**config.mk**
```make
export PLATFORM = sky130hd
export DESIGN_NAME = position_frame_parser_top
export DESIGN_NICKNAME = d
export VERILOG_FILES = /design/src/rtl/pfp_pkg.sv /design/src/rtl/pfp_core.sv /design/src/rtl/position_frame_parser_top.sv
export SDC_FILE = /design/constraint.sdc
export NUM_CORES = 1
export LEC_CHECK = 0
export BUFFER_PORTS_ARGS = -buffer_cell sky130_fd_sc_hd__buf_4
export CORE_UTILIZATION = 45
export DETAILED_ROUTE_END_ITERATION = 12
export REMOVE_ABC_BUFFERS = 1
export SKIP_CTS_REPAIR_TIMING = 1
export SYNTH_ARGS = -nofsm -noshare
export SYNTH_HDL_FRONTEND = slang
export SYNTH_SLANG_ARGS = --single-unit
```
**constraint.sdc**
```tcl
create_clock -name clk -period 66.2 [get_ports clk]
set_input_delay 13.24 -clock clk [delete_from_list [all_inputs] [get_ports clk]]
set_output_delay 13.24 -clock clk [all_outputs]
set_load 0.01 [all_outputs]
```
**src/rtl/pfp_pkg.sv**
```systemverilog
// ----------------------------------------------------------------------------
// pfp_pkg
// Shared types and constants of the position frame parser: parse phases,
// register indexes, field offsets within a frame and the result layout.
// ----------------------------------------------------------------------------
package pfp_pkg;

	// Frame store depth; bytes at positions at or beyond it are not kept.
	localparam int STORE_DEPTH = 128;

	localparam logic [7:0] HDR_BYTE = 8'h55;

	// Byte offsets of the unpacked fields within a frame.
	localparam int OFS_TIME  = 6;
	localparam int OFS_PRX   = 10;
	localparam int OFS_PRY   = 11;
	localparam int OFS_PRZ   = 12;
	localparam int OFS_PX    = 13;
	localparam int OFS_PY    = 16;
	localparam int OFS_PZ    = 19;
	localparam int OFS_VX    = 22;
	localparam int OFS_VY    = 25;
	localparam int OFS_VZ    = 28;
	localparam int OFS_ROLL  = 76;
	localparam int OFS_PITCH = 78;
	localparam int OFS_YAW   = 80;

	// Only the bytes that feed result fields are kept, in two windows.
	localparam int LO_BASE  = OFS_TIME;
	localparam int LO_COUNT = OFS_VZ + 3 - OFS_TIME;
	localparam int HI_BASE  = OFS_ROLL;
	localparam int HI_COUNT = OFS_YAW + 2 - OFS_ROLL;

	// Configuration register indexes.
	localparam logic CFG_FUNCTION_MARK    = 1'b0;
	localparam logic CFG_MAX_FRAME_LENGTH = 1'b1;

	localparam logic [7:0]  FUNCTION_MARK_RESET    = 8'd4;
	localparam logic [15:0] MAX_FRAME_LENGTH_RESET = 16'd4096;

	typedef enum logic [2:0] {
		PH_HEADER = 3'd0,
		PH_MARK   = 3'd1,
		PH_LEN_LO = 3'd2,
		PH_LEN_HI = 3'd3,
		PH_BODY   = 3'd4
	} phase_t;

	// Result layout; the last member sits in the lowest bits.
	typedef struct packed {
		logic signed [15:0] yaw_cdeg;
		logic signed [15:0] pitch_cdeg;
		logic signed [15:0] roll_cdeg;
		logic signed [23:0] vel_z;
		logic signed [23:0] vel_y;
		logic signed [23:0] vel_x;
		logic signed [23:0] pos_z;
		logic signed [23:0] pos_y;
		logic signed [23:0] pos_x;
		logic [7:0]         precision_max;
		logic [31:0]        remote_time_ms;
	} result_t;

	localparam int RESULT_W = $bits(result_t);

endpackage

```
**src/rtl/pfp_core.sv**
```systemverilog
// ----------------------------------------------------------------------------
// pfp_core
// Frame state machine, checksum, the stored field bytes and the unpacking of
// a finished frame. One byte is taken per cycle when step is high.
// ----------------------------------------------------------------------------
module pfp_core (
	input  logic              clk,
	input  logic              arst_n,
	input  logic              cfg_we,
	input  logic              cfg_index,
	input  logic [15:0]       cfg_data,
	input  logic              step,
	input  logic [7:0]        data_byte,
	output logic              good,
	output pfp_pkg::result_t  result
);
	import pfp_pkg::*;

	logic [7:0]  function_mark_q;
	logic [15:0] max_frame_length_q;

	phase_t      phase_q, phase_d;
	logic [15:0] cnt_q, cnt_d;
	logic [15:0] len_q, len_d;
	logic [7:0]  sum_q, sum_d;
	logic [7:0]  len_lo_q, len_lo_d;

	logic [7:0]  lo_q [LO_COUNT];
	logic [7:0]  hi_q [HI_COUNT];
	logic [7:0]  lo_d [LO_COUNT];
	logic [7:0]  hi_d [HI_COUNT];

	logic [15:0] cnt_inc;
	logic [15:0] len_rx;
	logic        wr_en;
	logic [7:0]  pr_a;
	logic [7:0]  pr_max;

	// Configuration registers.
	always_ff @(posedge clk or negedge arst_n) begin
		if (!arst_n) begin
			function_mark_q    <= FUNCTION_MARK_RESET;
			max_frame_length_q <= MAX_FRAME_LENGTH_RESET;
		end else if (cfg_we) begin
			case (cfg_index)
				CFG_FUNCTION_MARK:    function_mark_q <= cfg_data[7:0];
				CFG_MAX_FRAME_LENGTH: max_frame_length_q <= cfg_data;
				default: ;
			endcase
		end
	end

	assign cnt_inc = cnt_q + 16'd1;
	assign len_rx  = {data_byte, len_lo_q};

	// Next phase, counters and checksum.
	always_comb begin
		phase_d  = phase_q;
		cnt_d    = cnt_q;
		len_d    = len_q;
		sum_d    = sum_q;
		len_lo_d = len_lo_q;
		good     = 1'b0;
		if (step) begin
			case (phase_q)
				PH_MARK: begin
					if (data_byte == function_mark_q) begin
						cnt_d   = cnt_inc;
						sum_d   = sum_q + data_byte;
						phase_d = PH_LEN_LO;
					end else begin
						phase_d = PH_HEADER;
					end
				end
				PH_LEN_LO: begin
					len_lo_d = data_byte;
					cnt_d    = cnt_inc;
					sum_d    = sum_q + data_byte;
					phase_d  = PH_LEN_HI;
				end
				PH_LEN_HI: begin
					len_d = len_rx;
					if (len_rx > max_frame_length_q) begin
						phase_d = PH_HEADER;
					end else begin
						cnt_d   = cnt_inc;
						sum_d   = sum_q + data_byte;
						phase_d = PH_BODY;
					end
				end
				PH_BODY: begin
					cnt_d = cnt_inc;
					if (cnt_inc >= len_q) begin
						phase_d = PH_HEADER;
						good    = (data_byte == sum_q);
					end else begin
						sum_d = sum_q + data_byte;
					end
				end
				default: begin
					phase_d = PH_HEADER;
					if (data_byte == HDR_BYTE) begin
						cnt_d   = 16'd1;
						sum_d   = data_byte;
						phase_d = PH_MARK;
					end
				end
			endcase
		end
	end

	always_ff @(posedge clk or negedge arst_n) begin
		if (!arst_n) begin
			phase_q  <= PH_HEADER;
			cnt_q    <= '0;
			len_q    <= '0;
			sum_q    <= '0;
			len_lo_q <= '0;
		end else begin
			phase_q  <= phase_d;
			cnt_q    <= cnt_d;
			len_q    <= len_d;
			sum_q    <= sum_d;
			len_lo_q <= len_lo_d;
		end
	end

	// Body bytes land in the field windows at their frame position.
	assign wr_en = step && (phase_q == PH_BODY) && (cnt_q < 16'(STORE_DEPTH));

	always_comb begin
		for (int i = 0; i < LO_COUNT; i++) begin
			lo_d[i] = (wr_en && cnt_q == 16'(LO_BASE + i)) ? data_byte : lo_q[i];
		end
		for (int i = 0; i < HI_COUNT; i++) begin
			hi_d[i] = (wr_en && cnt_q == 16'(HI_BASE + i)) ? data_byte : hi_q[i];
		end
	end

	// The store is cleared at reset, since short frames read stale bytes.
	always_ff @(posedge clk or negedge arst_n) begin
		if (!arst_n) begin
			for (int i = 0; i < LO_COUNT; i++) lo_q[i] <= '0;
			for (int i = 0; i < HI_COUNT; i++) hi_q[i] <= '0;
		end else begin
			for (int i = 0; i < LO_COUNT; i++) lo_q[i] <= lo_d[i];
			for (int i = 0; i < HI_COUNT; i++) hi_q[i] <= hi_d[i];
		end
	end

	// Unpack from the store as it stands after this byte.
	assign pr_a   = (lo_d[OFS_PRY - LO_BASE] > lo_d[OFS_PRX - LO_BASE]) ?
			lo_d[OFS_PRY - LO_BASE] : lo_d[OFS_PRX - LO_BASE];
	assign pr_max = (lo_d[OFS_PRZ - LO_BASE] > pr_a) ? lo_d[OFS_PRZ - LO_BASE] : pr_a;

	always_comb begin
		result.remote_time_ms = {lo_d[OFS_TIME - LO_BASE + 3], lo_d[OFS_TIME - LO_BASE + 2],
			lo_d[OFS_TIME - LO_BASE + 1], lo_d[OFS_TIME - LO_BASE]};
		result.precision_max  = pr_max;
		result.pos_x = {lo_d[OFS_PX - LO_BASE + 2], lo_d[OFS_PX - LO_BASE + 1],
			lo_d[OFS_PX - LO_BASE]};
		result.pos_y = {lo_d[OFS_PY - LO_BASE + 2], lo_d[OFS_PY - LO_BASE + 1],
			lo_d[OFS_PY - LO_BASE]};
		result.pos_z = {lo_d[OFS_PZ - LO_BASE + 2], lo_d[OFS_PZ - LO_BASE + 1],
			lo_d[OFS_PZ - LO_BASE]};
		result.vel_x = {lo_d[OFS_VX - LO_BASE + 2], lo_d[OFS_VX - LO_BASE + 1],
			lo_d[OFS_VX - LO_BASE]};
		result.vel_y = {lo_d[OFS_VY - LO_BASE + 2], lo_d[OFS_VY - LO_BASE + 1],
			lo_d[OFS_VY - LO_BASE]};
		result.vel_z = {lo_d[OFS_VZ - LO_BASE + 2], lo_d[OFS_VZ - LO_BASE + 1],
			lo_d[OFS_VZ - LO_BASE]};
		result.roll_cdeg  = {hi_d[OFS_ROLL - HI_BASE + 1], hi_d[OFS_ROLL - HI_BASE]};
		result.pitch_cdeg = {hi_d[OFS_PITCH - HI_BASE + 1], hi_d[OFS_PITCH - HI_BASE]};
		result.yaw_cdeg   = {hi_d[OFS_YAW - HI_BASE + 1], hi_d[OFS_YAW - HI_BASE]};
	end

	// A checked frame always returns the parser to header hunting.
	a_good_ends_frame: assert property (@(posedge clk) disable iff (!arst_n)
		good |=> phase_q == PH_HEADER)
		else $error("frame end did not return to header hunt");

	// The mark phase follows a header byte only.
	a_mark_after_header: assert property (@(posedge clk) disable iff (!arst_n)
		phase_q == PH_MARK |-> cnt_q == 16'd1 && sum_q == HDR_BYTE)
		else $error("mark phase without header byte");

	// The high length byte is always the fourth byte of the frame.
	a_len_hi_count: assert property (@(posedge clk) disable iff (!arst_n)
		phase_q == PH_LEN_HI |-> cnt_q == 16'd3)
		else $error("length byte count mismatch");

	// Body bytes start at frame position four.
	a_body_count: assert property (@(posedge clk) disable iff (!arst_n)
		phase_q == PH_BODY |-> cnt_q >= 16'd4)
		else $error("body entered with short count");

endmodule

```
**src/rtl/position_frame_parser_top.sv**
```systemverilog
// ----------------------------------------------------------------------------
// position_frame_parser_top
// Byte-serial position frame parser: an input register, the frame core and a
// result register that holds an unpacked frame until it is taken.
// ----------------------------------------------------------------------------
//  Channel   Direction  Signals                       Content
//  s_*       in         s_tvalid s_tready s_tdata     one received byte
//  m_*       out        m_tvalid m_tready m_tdata     unpacked good frame
//  cfg_*     in         cfg_we cfg_index cfg_data     function mark, length limit
//
//  One byte per cycle sustained while results are taken; a byte waits in the
//  input register before it reaches the frame core, and a frame result is
//  shown in the cycle after its checksum byte is processed. Control state and
//  the stored field bytes are cleared by arst_n; no clearing pass is needed.
//  When a result is not taken, at most one more byte enters before s_tready drops.
// ----------------------------------------------------------------------------
module position_frame_parser_top (
	input  logic                          clk,
	input  logic                          arst_n,
	input  logic                          s_tvalid,
	output logic                          s_tready,
	input  logic [7:0]                    s_tdata,   // [7:0] data_byte
	output logic                          m_tvalid,
	input  logic                          m_tready,
	// [31:0] remote_time_ms, [39:32] precision_max, [63:40] pos_x,
	// [87:64] pos_y, [111:88] pos_z, [135:112] vel_x, [159:136] vel_y,
	// [183:160] vel_z, [199:184] roll_cdeg, [215:200] pitch_cdeg,
	// [231:216] yaw_cdeg
	output logic [pfp_pkg::RESULT_W-1:0]  m_tdata,
	input  logic                          cfg_we,
	input  logic                          cfg_index,
	input  logic [15:0]                   cfg_data
);
	import pfp_pkg::*;

	logic       valid_s1;
	logic [7:0] byte_s1;
	logic       step;
	logic       good;
	result_t    result;
	logic       out_valid_q;
	result_t    out_q;

	// The held byte moves on when the result slot is free or being emptied.
	assign step     = valid_s1 && (!out_valid_q || m_tready);
	assign s_tready = !valid_s1 || step;

	// Input register.
	always_ff @(posedge clk or negedge arst_n) begin
		if (!arst_n) begin
			valid_s1 <= 1'b0;
		end else if (s_tready) begin
			valid_s1 <= s_tvalid;
		end
	end

	always_ff @(posedge clk) begin
		if (s_tready && s_tvalid) begin
			byte_s1 <= s_tdata;
		end
	end

	pfp_core u_core (
		.clk       (clk),
		.arst_n    (arst_n),
		.cfg_we    (cfg_we),
		.cfg_index (cfg_index),
		.cfg_data  (cfg_data),
		.step      (step),
		.data_byte (byte_s1),
		.good      (good),
		.result    (result)
	);

	// Result register.
	always_ff @(posedge clk or negedge arst_n) begin
		if (!arst_n) begin
			out_valid_q <= 1'b0;
		end else if (good) begin
			out_valid_q <= 1'b1;
		end else if (m_tready) begin
			out_valid_q <= 1'b0;
		end
	end

	always_ff @(posedge clk) begin
		if (good) begin
			out_q <= result;
		end
	end

	assign m_tvalid = out_valid_q;
	assign m_tdata  = out_q;

endmodule
```
==> results.yml, run 1 <==
routing:
  ant_nets: 0
  first_pass_iters: 5
  drc_errors: 0
  via_per_inst: 5.23
  via_count: 13100
  wirelength_mm: 50.8
  dr.first_iter.drc_count: 1008
  wire_per_inst_um: 20.2
setup_path:
  crit_arrival_ps: 13690
  max_stage_delay_ps: 170
  criticalPathCategory: "input pin to output port"
  reg2regPathDepth: 23
  r2r_start: "u_core.cnt_q[14]"
  cp_common_cell: "buf_4"
  crit_fanout: 3
  cp_top_family: "buffers and inverters"
  crit_required_ps: 52960
  critPathLaunchType: "input pin"
  crit_buf_inv: 3
  crit_start: "m_tready"
  cp.depth: 4
  end_kind: "output port"
  path_cells: "buf_4, inv_1, nand3_1, buf_4"
  crit_path_top_delay_cell: "buf_4"
timing:
  whs_ps: 482
  clock_skew_ps: 38.5
  final.setup.tns_ps: 0
  maxSlewViolCount: 0
  tightest_slew_ps: 1020
  final-hold-violation-count: 0
  fin_crit_sh_pct: 40.7
  relSlewSlack_pct: 32.0
  rsz0062_at_grt: "no"
  max_freq_ghz: 0.0371
  finalCriticalPeriod_ps: 26930
  final-setup-viol-count: 0
floorplan:
  die_height_um: 222
  ios: 264
  start_util_pct: 45.6
  die_area_sq_um: 49400
  num_rows: 80
  die_x_um: 222
  core_area_sq_um: 47800
hold_path:
  worstHoldStart: "u_core.len_lo_q[0]"
  holdCritPathClass: "register to register"
  min_path_cells: 2
pwr:
  p_leak_nw: 10.9
  swShare_pct: 25.8
  combPwrFrac_pct: 11.9
  p_sw_mw: 0.208
  seqPwrFrac_pct: 48.3
  p_total_mw: 0.806
  p_per_area_nw_per_um2: 30.6
  ir_drop_uv: 25.5
  p_int_mw: 0.598
  pwr-share-clk_pct: 39.8
global_routing:
  antenna_found_initial: 0
  grt_pass1_wl_mm: 78.2
  grt_max_degree: 144
  grt_usage_pct: 20.7
  grt_pass1_vias: 13200
  overflow: 0
cts:
  clock_latency_ps: 630
  cts-root-buf: "clkbuf_16"
  htreeDepth: 2
  cts_sinks: 565
  numCtsBuffers: 57
  clk_path_buf_depth: 3
  path_clk_slew_ps: 60
  cts_tree: "done"
yosys:
  synth_area_sq_um: 21800
  synth_edf_count: 240
  synth-main-ff-cell: "dfrtp_1"
  synthSimpleGateAreaFrac_pct: 7.50
  ys_seq_elements: 565
  syn_inst: 1590
  synth_mux_area_share_pct: 7.85
  ys_async_sr_fraction_pct: 57.5
  synth_compound_area_share_pct: 7.11
  synth_fa_ha_area_share_pct: 3.47
  ys.warnings.count: 0
  yosysSeqAreaShare_pct: 70.3
  synth_top_family_by_area: "multiplexers"
  syn_avg_cell_area_sq_um: 13.7
  synthXorXnorAreaFrac_pct: 1.08
  ys_types: 64
cells_and_area:
  areaGrowthSynthToFinish_pct: 20.6
  n_antenna_cell: 0
  drive_above_1_share_pct: 28.4
  nets: 1938
placement:
  gp_congestion: 0.804
  port_buffers: 263
  hpwl_mm: 31.6
run_status:
  status: "complete, no violations"
run:
  cap_violations: 0
tightest hold or removal path, stage by stage (launching register included):
cell and delay, ps:
dfrtp_1 340, nand2_1 50, o21ai_0 60
cell usage in the layout, fill, tap and decap left out, drive strengths merged, types with 4 or more instances in the layout:
cell type  netlist  routed
a21o             8       8
edfxtp         240     240
and2             4       4
nor2            56      56
clkbuf          71      82
xor2            15      15
nand2b           9       9
or2              4       4
nor2b           12      12
or3              5       5
xnor2           12      12
nand4           17      17
o22ai            8       8
clkinv           3      21
ha              59      59
nand2          202     202
dfrtp          323     323
o21ai          190     190
nor4             8       8
mux2i           14      14
buf             14     284
mux2           138     138
a21oi           40      40
inv             58      60
clkinvlp         0       4
nand3           15      15
o31ai           13      13
nor3            10      10
and3             4       4
final timing paths:
check | to | slack, ps
worst max-delay path | s_tready | 39270
worst min-delay path | u_core.len_lo_q[0] | 480
worst max register to register | m_tdata[33] | 59260
worst min register to register | u_core.len_lo_q[0] | 480
max in group asynchronous | u_core.hi_q[3] | 52000
min in group asynchronous | u_core.lo_q[101] | 12760
metal layers:
metal / share of wire [%] / global-route usage, %
met5: 0 / 0
met4: 1.8 / 4.88
met3: 5.6 / 4.84
met2: 46 / 32.5
met1: 46 / 29.3
registers in the layout (all words and copies together), names as in the netlist:
signal	flops
u_core.len_q	16
u_core.max_frame_length_q	16
u_core.lo_q	200
byte_s1	8
m_tdata	232
u_core.phase_q	3
u_core.sum_q	8
u_core.hi_q	48
u_core.function_mark_q	8
u_core.len_lo_q	8
u_core.cnt_q	16
valid_s1	1
m_tvalid	1
cell usage after synthesis, drive strengths merged (5+ instances only):
master  number  share of area (%)
nand2      202                3.5
or3          5               0.14
nor3        10               0.36
a21oi       40               0.92
clkbuf      71                1.2
inv         58                1.0
dfrtp      323                 37
o21ai      190                4.4
nand4       17               0.49
nand3       15               0.34
edfxtp     240                 33
xnor2       12               0.48
nor4         8               0.26
o22ai        8               0.23
ha          59                3.4
mux2       138                7.2
buf         14               0.43
nand2b       9               0.26
mux2i       14               0.70
nor2b       12               0.34
a21o         8               0.28
xor2        15               0.60
o31ai       13               0.45
nor2        56                1.0
logic make-up after synthesis:
kind of cell | after synthesis
DFF | 565
buffers and inverters | 146
AOI/OAI and AO/OA | 282
xor gates and xnor gates | 27
muxes | 152
adders and majority gates | 60
and+or+nand+nor | 358
layout make-up:
type / instances / area (sq um)
inverter: 61 / 229
sequential: 565 / 15300
fill: 3976 / 21500
timing repair buffer: 284 / 2150
tap: 615 / 769
multi-input combinational: 879 / 5910
clock inverter: 26 / 244
clock buffer: 82 / 1670
power by group through the flow:
| stage | sequential [mW] | clock, mW | combinational (mW) |
|---|---|---|---|
| 2_1_floorplan | 0.393 | 0 | 0.0647 |
| 5_1_grt | 0.391 | 0.342 | 0.110 |
| 3_3_place_gp | 0.395 | 0 | 0.0936 |
| 3_5_place_dp | 0.396 | 0 | 0.0975 |
| 4_1_cts | 0.389 | 0.328 | 0.0978 |
| 6_report | 0.389 | 0.321 | 0.0963 |
metrics by stage:
step | util (%) | instances | area [sq um] | worst slack, ps
detailed placement | 51.0 | 2404 | 24400 | 39270
global route | 55.0 | 2512 | 26300 | 39220
floorplan | - | 1505 | 21500 | 34660
finish | 55.0 | 2512 | 26300 | 39270
global placement | 51.0 | 2404 | 24400 | 39270
CTS | 55.0 | 2512 | 26300 | 39270
(Power assumes the default switching activity.)
==> run 2: changes to the inputs <==
==> constraint.sdc (replaced) <==
create_clock -name clk -period 26.7 [get_ports clk]
set_input_delay 5.34 -clock clk [delete_from_list [all_inputs] [get_ports clk]]
set_output_delay 5.34 -clock clk [all_outputs]
set_load 0.01 [all_outputs]
==> run 2 against run 1 <==
Net effect:
- power increased by 150%
- non-clock buffer count decreased by 2
- setup slack got worse by 24000 ps
- core utilization decreased by 0.065 points
- register-to-register slack got worse by 39000 ps
- sequential share of layout area increased by 0.069 points
- via count decreased by 1.1%
- routed wire length decreased by 1.0%
- largest cell class unchanged
- clock power increased by 150%
- critical path depth unchanged
- flip-flop and latch count unchanged
- die area unchanged
==> results.yml, run 2 (synthesized netlist as in run 1, its figures left out) <==
timing:
  rsz0062_at_grt: "no"
  tightest_slew_ps: 1060
  maxSlewViolCount: 0
  final.setup.tns_ps: 0
  fin_crit_sh_pct: 41.6
  relSlewSlack_pct: 29.5
  finalCriticalPeriod_ps: 11120
  max_freq_ghz: 0.0899
  final-hold-violation-count: 0
  clock_skew_ps: 16.4
  final-setup-viol-count: 0
setup_path:
  crit_required_ps: 21360
  crit_buf_inv: 3
  crit_arrival_ps: 5780
  end_kind: "output port"
  critPathLaunchType: "input pin"
  crit_path_top_delay_cell: "buf_4"
  crit_fanout: 3
  max_stage_delay_ps: 170
  cp_top_family: "buffers and inverters"
  criticalPathCategory: "input pin to output port"
  cp_common_cell: "buf_4"
  path_cells: "buf_4, inv_1, nand3_1, buf_4"
pwr:
  p_leak_nw: 10.9
  ir_drop_uv: 53.8
  p_per_area_nw_per_um2: 75.8
floorplan:
  num_rows: 80
  start_util_pct: 45.6
  die_x_um: 222
  core_area_sq_um: 47800
  ios: 264
  die_area_sq_um: 49400
  die_height_um: 222
global_routing:
  antenna_found_initial: 0
  grt_pass1_vias: 13100
  grt_pass1_wl_mm: 77.6
  overflow: 0
  grt_max_degree: 182
  grt_usage_pct: 20.6
placement:
  hpwl_mm: 31.1
  gp_congestion: 0.856
  port_buffers: 263
  dpl_cell_area_sq_um: 24400
hold_path:
  holdCritPathClass: "register to register"
cts:
  cts_tree: "done"
  clk_path_buf_depth: 3
  path_clk_slew_ps: 60
  clock_latency_ps: 620
  numCtsBuffers: 57
  cts-root-buf: "clkbuf_16"
  htreeDepth: 2
  cts_sinks: 565
cells_and_area:
  areaGrowthSynthToFinish_pct: 20.4
  final_common_cell: "dfrtp_1"
  final_cell_mix: "323 x dfrtp_1, 279 x buf_4, 240 x edfxtp_1"
  largest_register_ffs: 232
  multi_input_area_sq_um: 5910
  final_area_sq_um: 26300
  nets: 1936
  drive_above_1_share_pct: 27.8
  regArea_sq_um: 15300
  fill_cells: 3995
routing:
  drc_errors: 0
  ant_nets: 0
  first_pass_iters: 5
  dr.first_iter.drc_count: 871
  wire_per_inst_um: 20.0
  via_count: 13000
  via_per_inst: 5.18
  wirelength_mm: 50.3
run_status:
  status: "complete, no violations"
run:
  cap_violations: 0
-- run 2: cell count changes in the layout (fill, tap and decap cells not counted), sizes merged --
cell	previous run	this run
clkbuf	82	78
bufinv	2	5
buf	284	282
clkinv	21	20
diode	0	1
inv	60	61
-- run 2: routing by layer --
| layer | vias up | share of wire (%) | track usage (%) |
|---|---|---|---|
| met5 | - | 0 | 0 |
| met4 | 0 | 2.3 | 6.63 |
| met3 | 73 | 5.9 | 4.27 |
| met2 | 342 | 46 | 31.7 |
| met1 | 6454 | 46 | 29.3 |
| li1 | 6133 | - | - |
-- run 2: tightest hold or removal path, cell delays in order, from the launching register on --
cell and delay, ps:
dfrtp_1 340, nand2_1 40, o21ai_0 60
-- run 2: through the flow --
stage          power [mW]  setup slack (ps)  util (%)  hold slack (ps)  cells
6_report             1.99             15580      54.9              486   2510
5_1_grt              2.08             15280      54.9              503   2509
4_1_cts              2.02             15580      54.9              488   2509
3_5_place_dp         1.22             15270      51.0              473   2402
3_3_place_gp         1.21             15440      51.0              463   2402
2_1_floorplan        1.14              3060         -              450   1505
-- run 2: power breakdown --
part	internal, mW	total (mW)	switching (mW)
Sequential	0.935	0.964	0.0291
Combinational	0.0902	0.237	0.147
Clock	0.458	0.791	0.334
-- run 2: area by class of cell --
type	count	share of cell area [%]
flip-flops and latches	565	58.4
multi-input cells	879	22.5
repair buffers	282	8.18
clock buffers	78	5.88
well taps	615	2.93
clock inverters	29	1.29
inverters	61	0.871
diodes	1	0.00952
-- run 2: final timing paths --
path                            cells past startpoint  slack [ps]              from          endpoint
worst min register to register                      2         490   u_core.sum_q[4]   u_core.sum_q[4]
min in group asynchronous                           1        4770            arst_n  u_core.lo_q[101]
max in group asynchronous                           2       20430            arst_n  u_core.lo_q[172]
worst min-delay path                                2         490   u_core.sum_q[4]   u_core.sum_q[4]
worst max register to register                     23       19880  u_core.cnt_q[14]       m_tdata[32]
worst max-delay path                                4       15580          m_tready          s_tready
==> run 3: changes to the inputs <==
--- a/config.mk
+++ b/config.mk
@@ -5,6 +5,7 @@
 export SDC_FILE = /design/constraint.sdc
 export NUM_CORES = 1
 export LEC_CHECK = 0
+export ABC_AREA = 1
 export BUFFER_PORTS_ARGS = -buffer_cell sky130_fd_sc_hd__buf_4
 export CORE_UTILIZATION = 45
 export DETAILED_ROUTE_END_ITERATION = 12
==> constraint.sdc (replaced) <==
create_clock -name clk -period 10.4 [get_ports clk]
set_input_delay 2.08 -clock clk [delete_from_list [all_inputs] [get_ports clk]]
set_output_delay 2.08 -clock clk [all_outputs]
set_load 0.01 [all_outputs]
==> run 3 against run 2 <==
Net effect:
- clock skew is 1.5 ps higher
- highest routed layer unchanged
- via count is 12% higher
- die area is 1.4% higher
- largest power group unchanged
==> results.yml, run 3 <==
timing:
  max_freq_ghz: 0.162
  rsz0062_at_grt: "no"
  relSlewSlack_pct: 30.6
  finalCriticalPeriod_ps: 6190
  final.setup.tns_ps: 0
  whs_ps: 481
  final-hold-violation-count: 0
  final-setup-viol-count: 0
  maxSlewViolCount: 0
  fin_crit_sh_pct: 59.5
  clock_skew_ps: 17.9
  tightest_slew_ps: 1040
floorplan:
  die_height_um: 224
  die_area_sq_um: 50100
  die_x_um: 224
  num_rows: 80
  core_area_sq_um: 48100
  start_util_pct: 46.0
  ios: 264
global_routing:
  overflow: 0
  grt_pass1_wl_mm: 82.5
  busiest_layer: "met2"
  use_met3_pct: 3.49
  grtUsageMet1_pct: 30.3
  grt_pass1_vias: 14300
  grt_usage_pct: 21.6
  antenna_found_initial: 1
  use_met2_pct: 35.1
  grt_max_degree: 163
cells_and_area:
  areaGrowthSynthToFinish_pct: 20.2
  largest_register_ffs: 232
  final_common_cell: "nand2_1"
  final_cell_mix: "490 x nand2_1, 323 x dfrtp_1, 279 x buf_4"
  n_antenna_cell: 0
  fill_cells: 4153
  final_cells: 2918
  nets: 2307
  drive_above_1_share_pct: 17.6
setup_path:
  timing.reg2reg.setup_slack_ps: 5280
  crit_required_ps: 10770
  max_stage_delay_ps: 520
  crit_fanout: 35
  crit_path_top_delay_cell: "a21oi_1"
  cp_top_family: "simple AND/OR/NAND/NOR gates"
  cp_common_cell: "nand2_1"
  crit_buf_inv: 5
  end_kind: "register"
  crit_arrival_ps: 6550
  criticalPathCategory: "input pin to register"
  critPathLaunchType: "input pin"
yosys:
  synth_area_sq_um: 22100
  synth_edf_count: 240
  synthTopCellsByCount: "490 x nand2_1, 323 x dfrtp_1, 260 x o21ai_0, 240 x edfxtp_1, 178 x inv_1"
  ys_seq_elements: 565
  ys_async_sr_fraction_pct: 57.5
  synth-main-ff-cell: "dfrtp_1"
  syn_inst: 1956
  synth_top_area_cell: "dfrtp_1"
  synth_top_area_share_pct: 36.5
  syn_avg_cell_area_sq_um: 11.3
  ys.warnings.count: 0
  yosysSeqAreaShare_pct: 69.3
  ys_types: 47
  synth_most_common_cell: "nand2_1"
  netlist_top_cells_area: "dfrtp_1 36%, edfxtp_1 33%, nand2_1 8.3%"
cts:
  cts-root-buf: "clkbuf_16"
  cts_tree: "done"
  htreeDepth: 2
  clk_path_buf_depth: 3
  path_clk_slew_ps: 60
  cts_sinks: 565
  clock_latency_ps: 620
  numCtsBuffers: 56
pwr:
  p_per_area_nw_per_um2: 187
  ir_drop_uv: 114
  p_leak_nw: 12.5
routing:
  ant_nets: 0
  first_pass_iters: 5
  wire_per_inst_um: 18.3
  wirelength_mm: 53.4
  via_count: 14500
  dr.first_iter.drc_count: 1097
  drc_errors: 0
  via_per_inst: 4.97
placement:
  port_buffers: 263
  hpwl_mm: 34.0
  dp_cells: 2815
  gp_congestion: 0.819
run_status:
  status: "complete, no violations"
run:
  cap_violations: 0
hold_path:
  holdCritPathClass: "register to register"
run 3: cell count changes in the layout (fill, tap and decap cells not counted), sizes merged, moves of 12 or more:
cell,delta
nand2,+292
mux2,-138
inv,+120
o21ai,+78
nand3,+51
nor2,+26
nor3,+18
a21oi,+15
o31ai,-13
nor2b,-12
run 3: cell families after synthesis:
kind of cell	synth area share (%)
flops	69.3
buf+inv	4.69
fa+ha+maj	3.42
mux	0.362
compound gates	7.60
xor+xnor	0.949
simple gates	13.7
run 3: power breakdown:
part           switching (mW)  internal [mW]
Sequential             0.0594           2.39
Combinational           0.305          0.156
Clock                   0.858           1.19
run 3: worst register-to-register path, cell delays in order (launching register included):
cell	delay, ps
dfrtp_1	460
nor2_4	220
nand2_2	120
nor2_8	300
nand3_4	160
clkinv_2	400
nand3_1	180
nand2_1	150
inv_1	50
ha_1	290
nand2_1	90
o21bai_1	160
nand2_1	70
nand2_1	60
a21oi_1	520
nand3_1	200
nand2_1	100
ha_1	240
a21oi_1	140
nor2_1	50
a211oi_1	210
nand2_1	80
nand2_1	250
inv_1	210
nand2_1	110
nand2_1	60
run 3: per-layer routing:
layer	vias to the layer above	share of wire, %
met5	-	0
met1	7007	46
met3	78	4.6
met4	0	2.0
li1	7040	-
met2	389	48
run 3: path summary, 6_finish.rpt:
path,startpoint,end,depth (start not counted)
worst max-delay path,m_tready,m_tdata[36],28
worst min-delay path,u_core.max_frame_length_q[12],u_core.max_frame_length_q[12],2
worst max register to register,u_core.cnt_q[8],m_tdata[36],25
worst min register to register,u_core.max_frame_length_q[12],u_core.max_frame_length_q[12],2
max in group asynchronous,arst_n,u_core.max_frame_length_q[14],2
min in group asynchronous,arst_n,u_core.lo_q[45],1
run 3: stage by stage:
step	setup WS, ps	power, mW	cell area [sq um]	utilization [%]
2_1_floorplan	-2520	2.79	21800	-
3_3_place_gp	3750	2.94	24800	51.4
3_5_place_dp	3600	2.96	24800	51.4
4_1_cts	4260	5.02	26600	55.3
5_1_grt	3730	5.18	26600	55.3
6_report	4210	4.97	26600	55.3
run 3: area by class of cell:
class / instances / area, sq um / area share (%)
Inverter: 182 / 684 / 2.57
Tap cell: 656 / 821 / 3.08
Sequential cell: 565 / 15300 / 57.6
Clock buffer: 76 / 1550 / 5.81
Timing Repair Buffer: 281 / 2130 / 8.00
Multi-Input combinational cell: 1131 / 5770 / 21.7
Clock inverter: 27 / 333 / 1.25
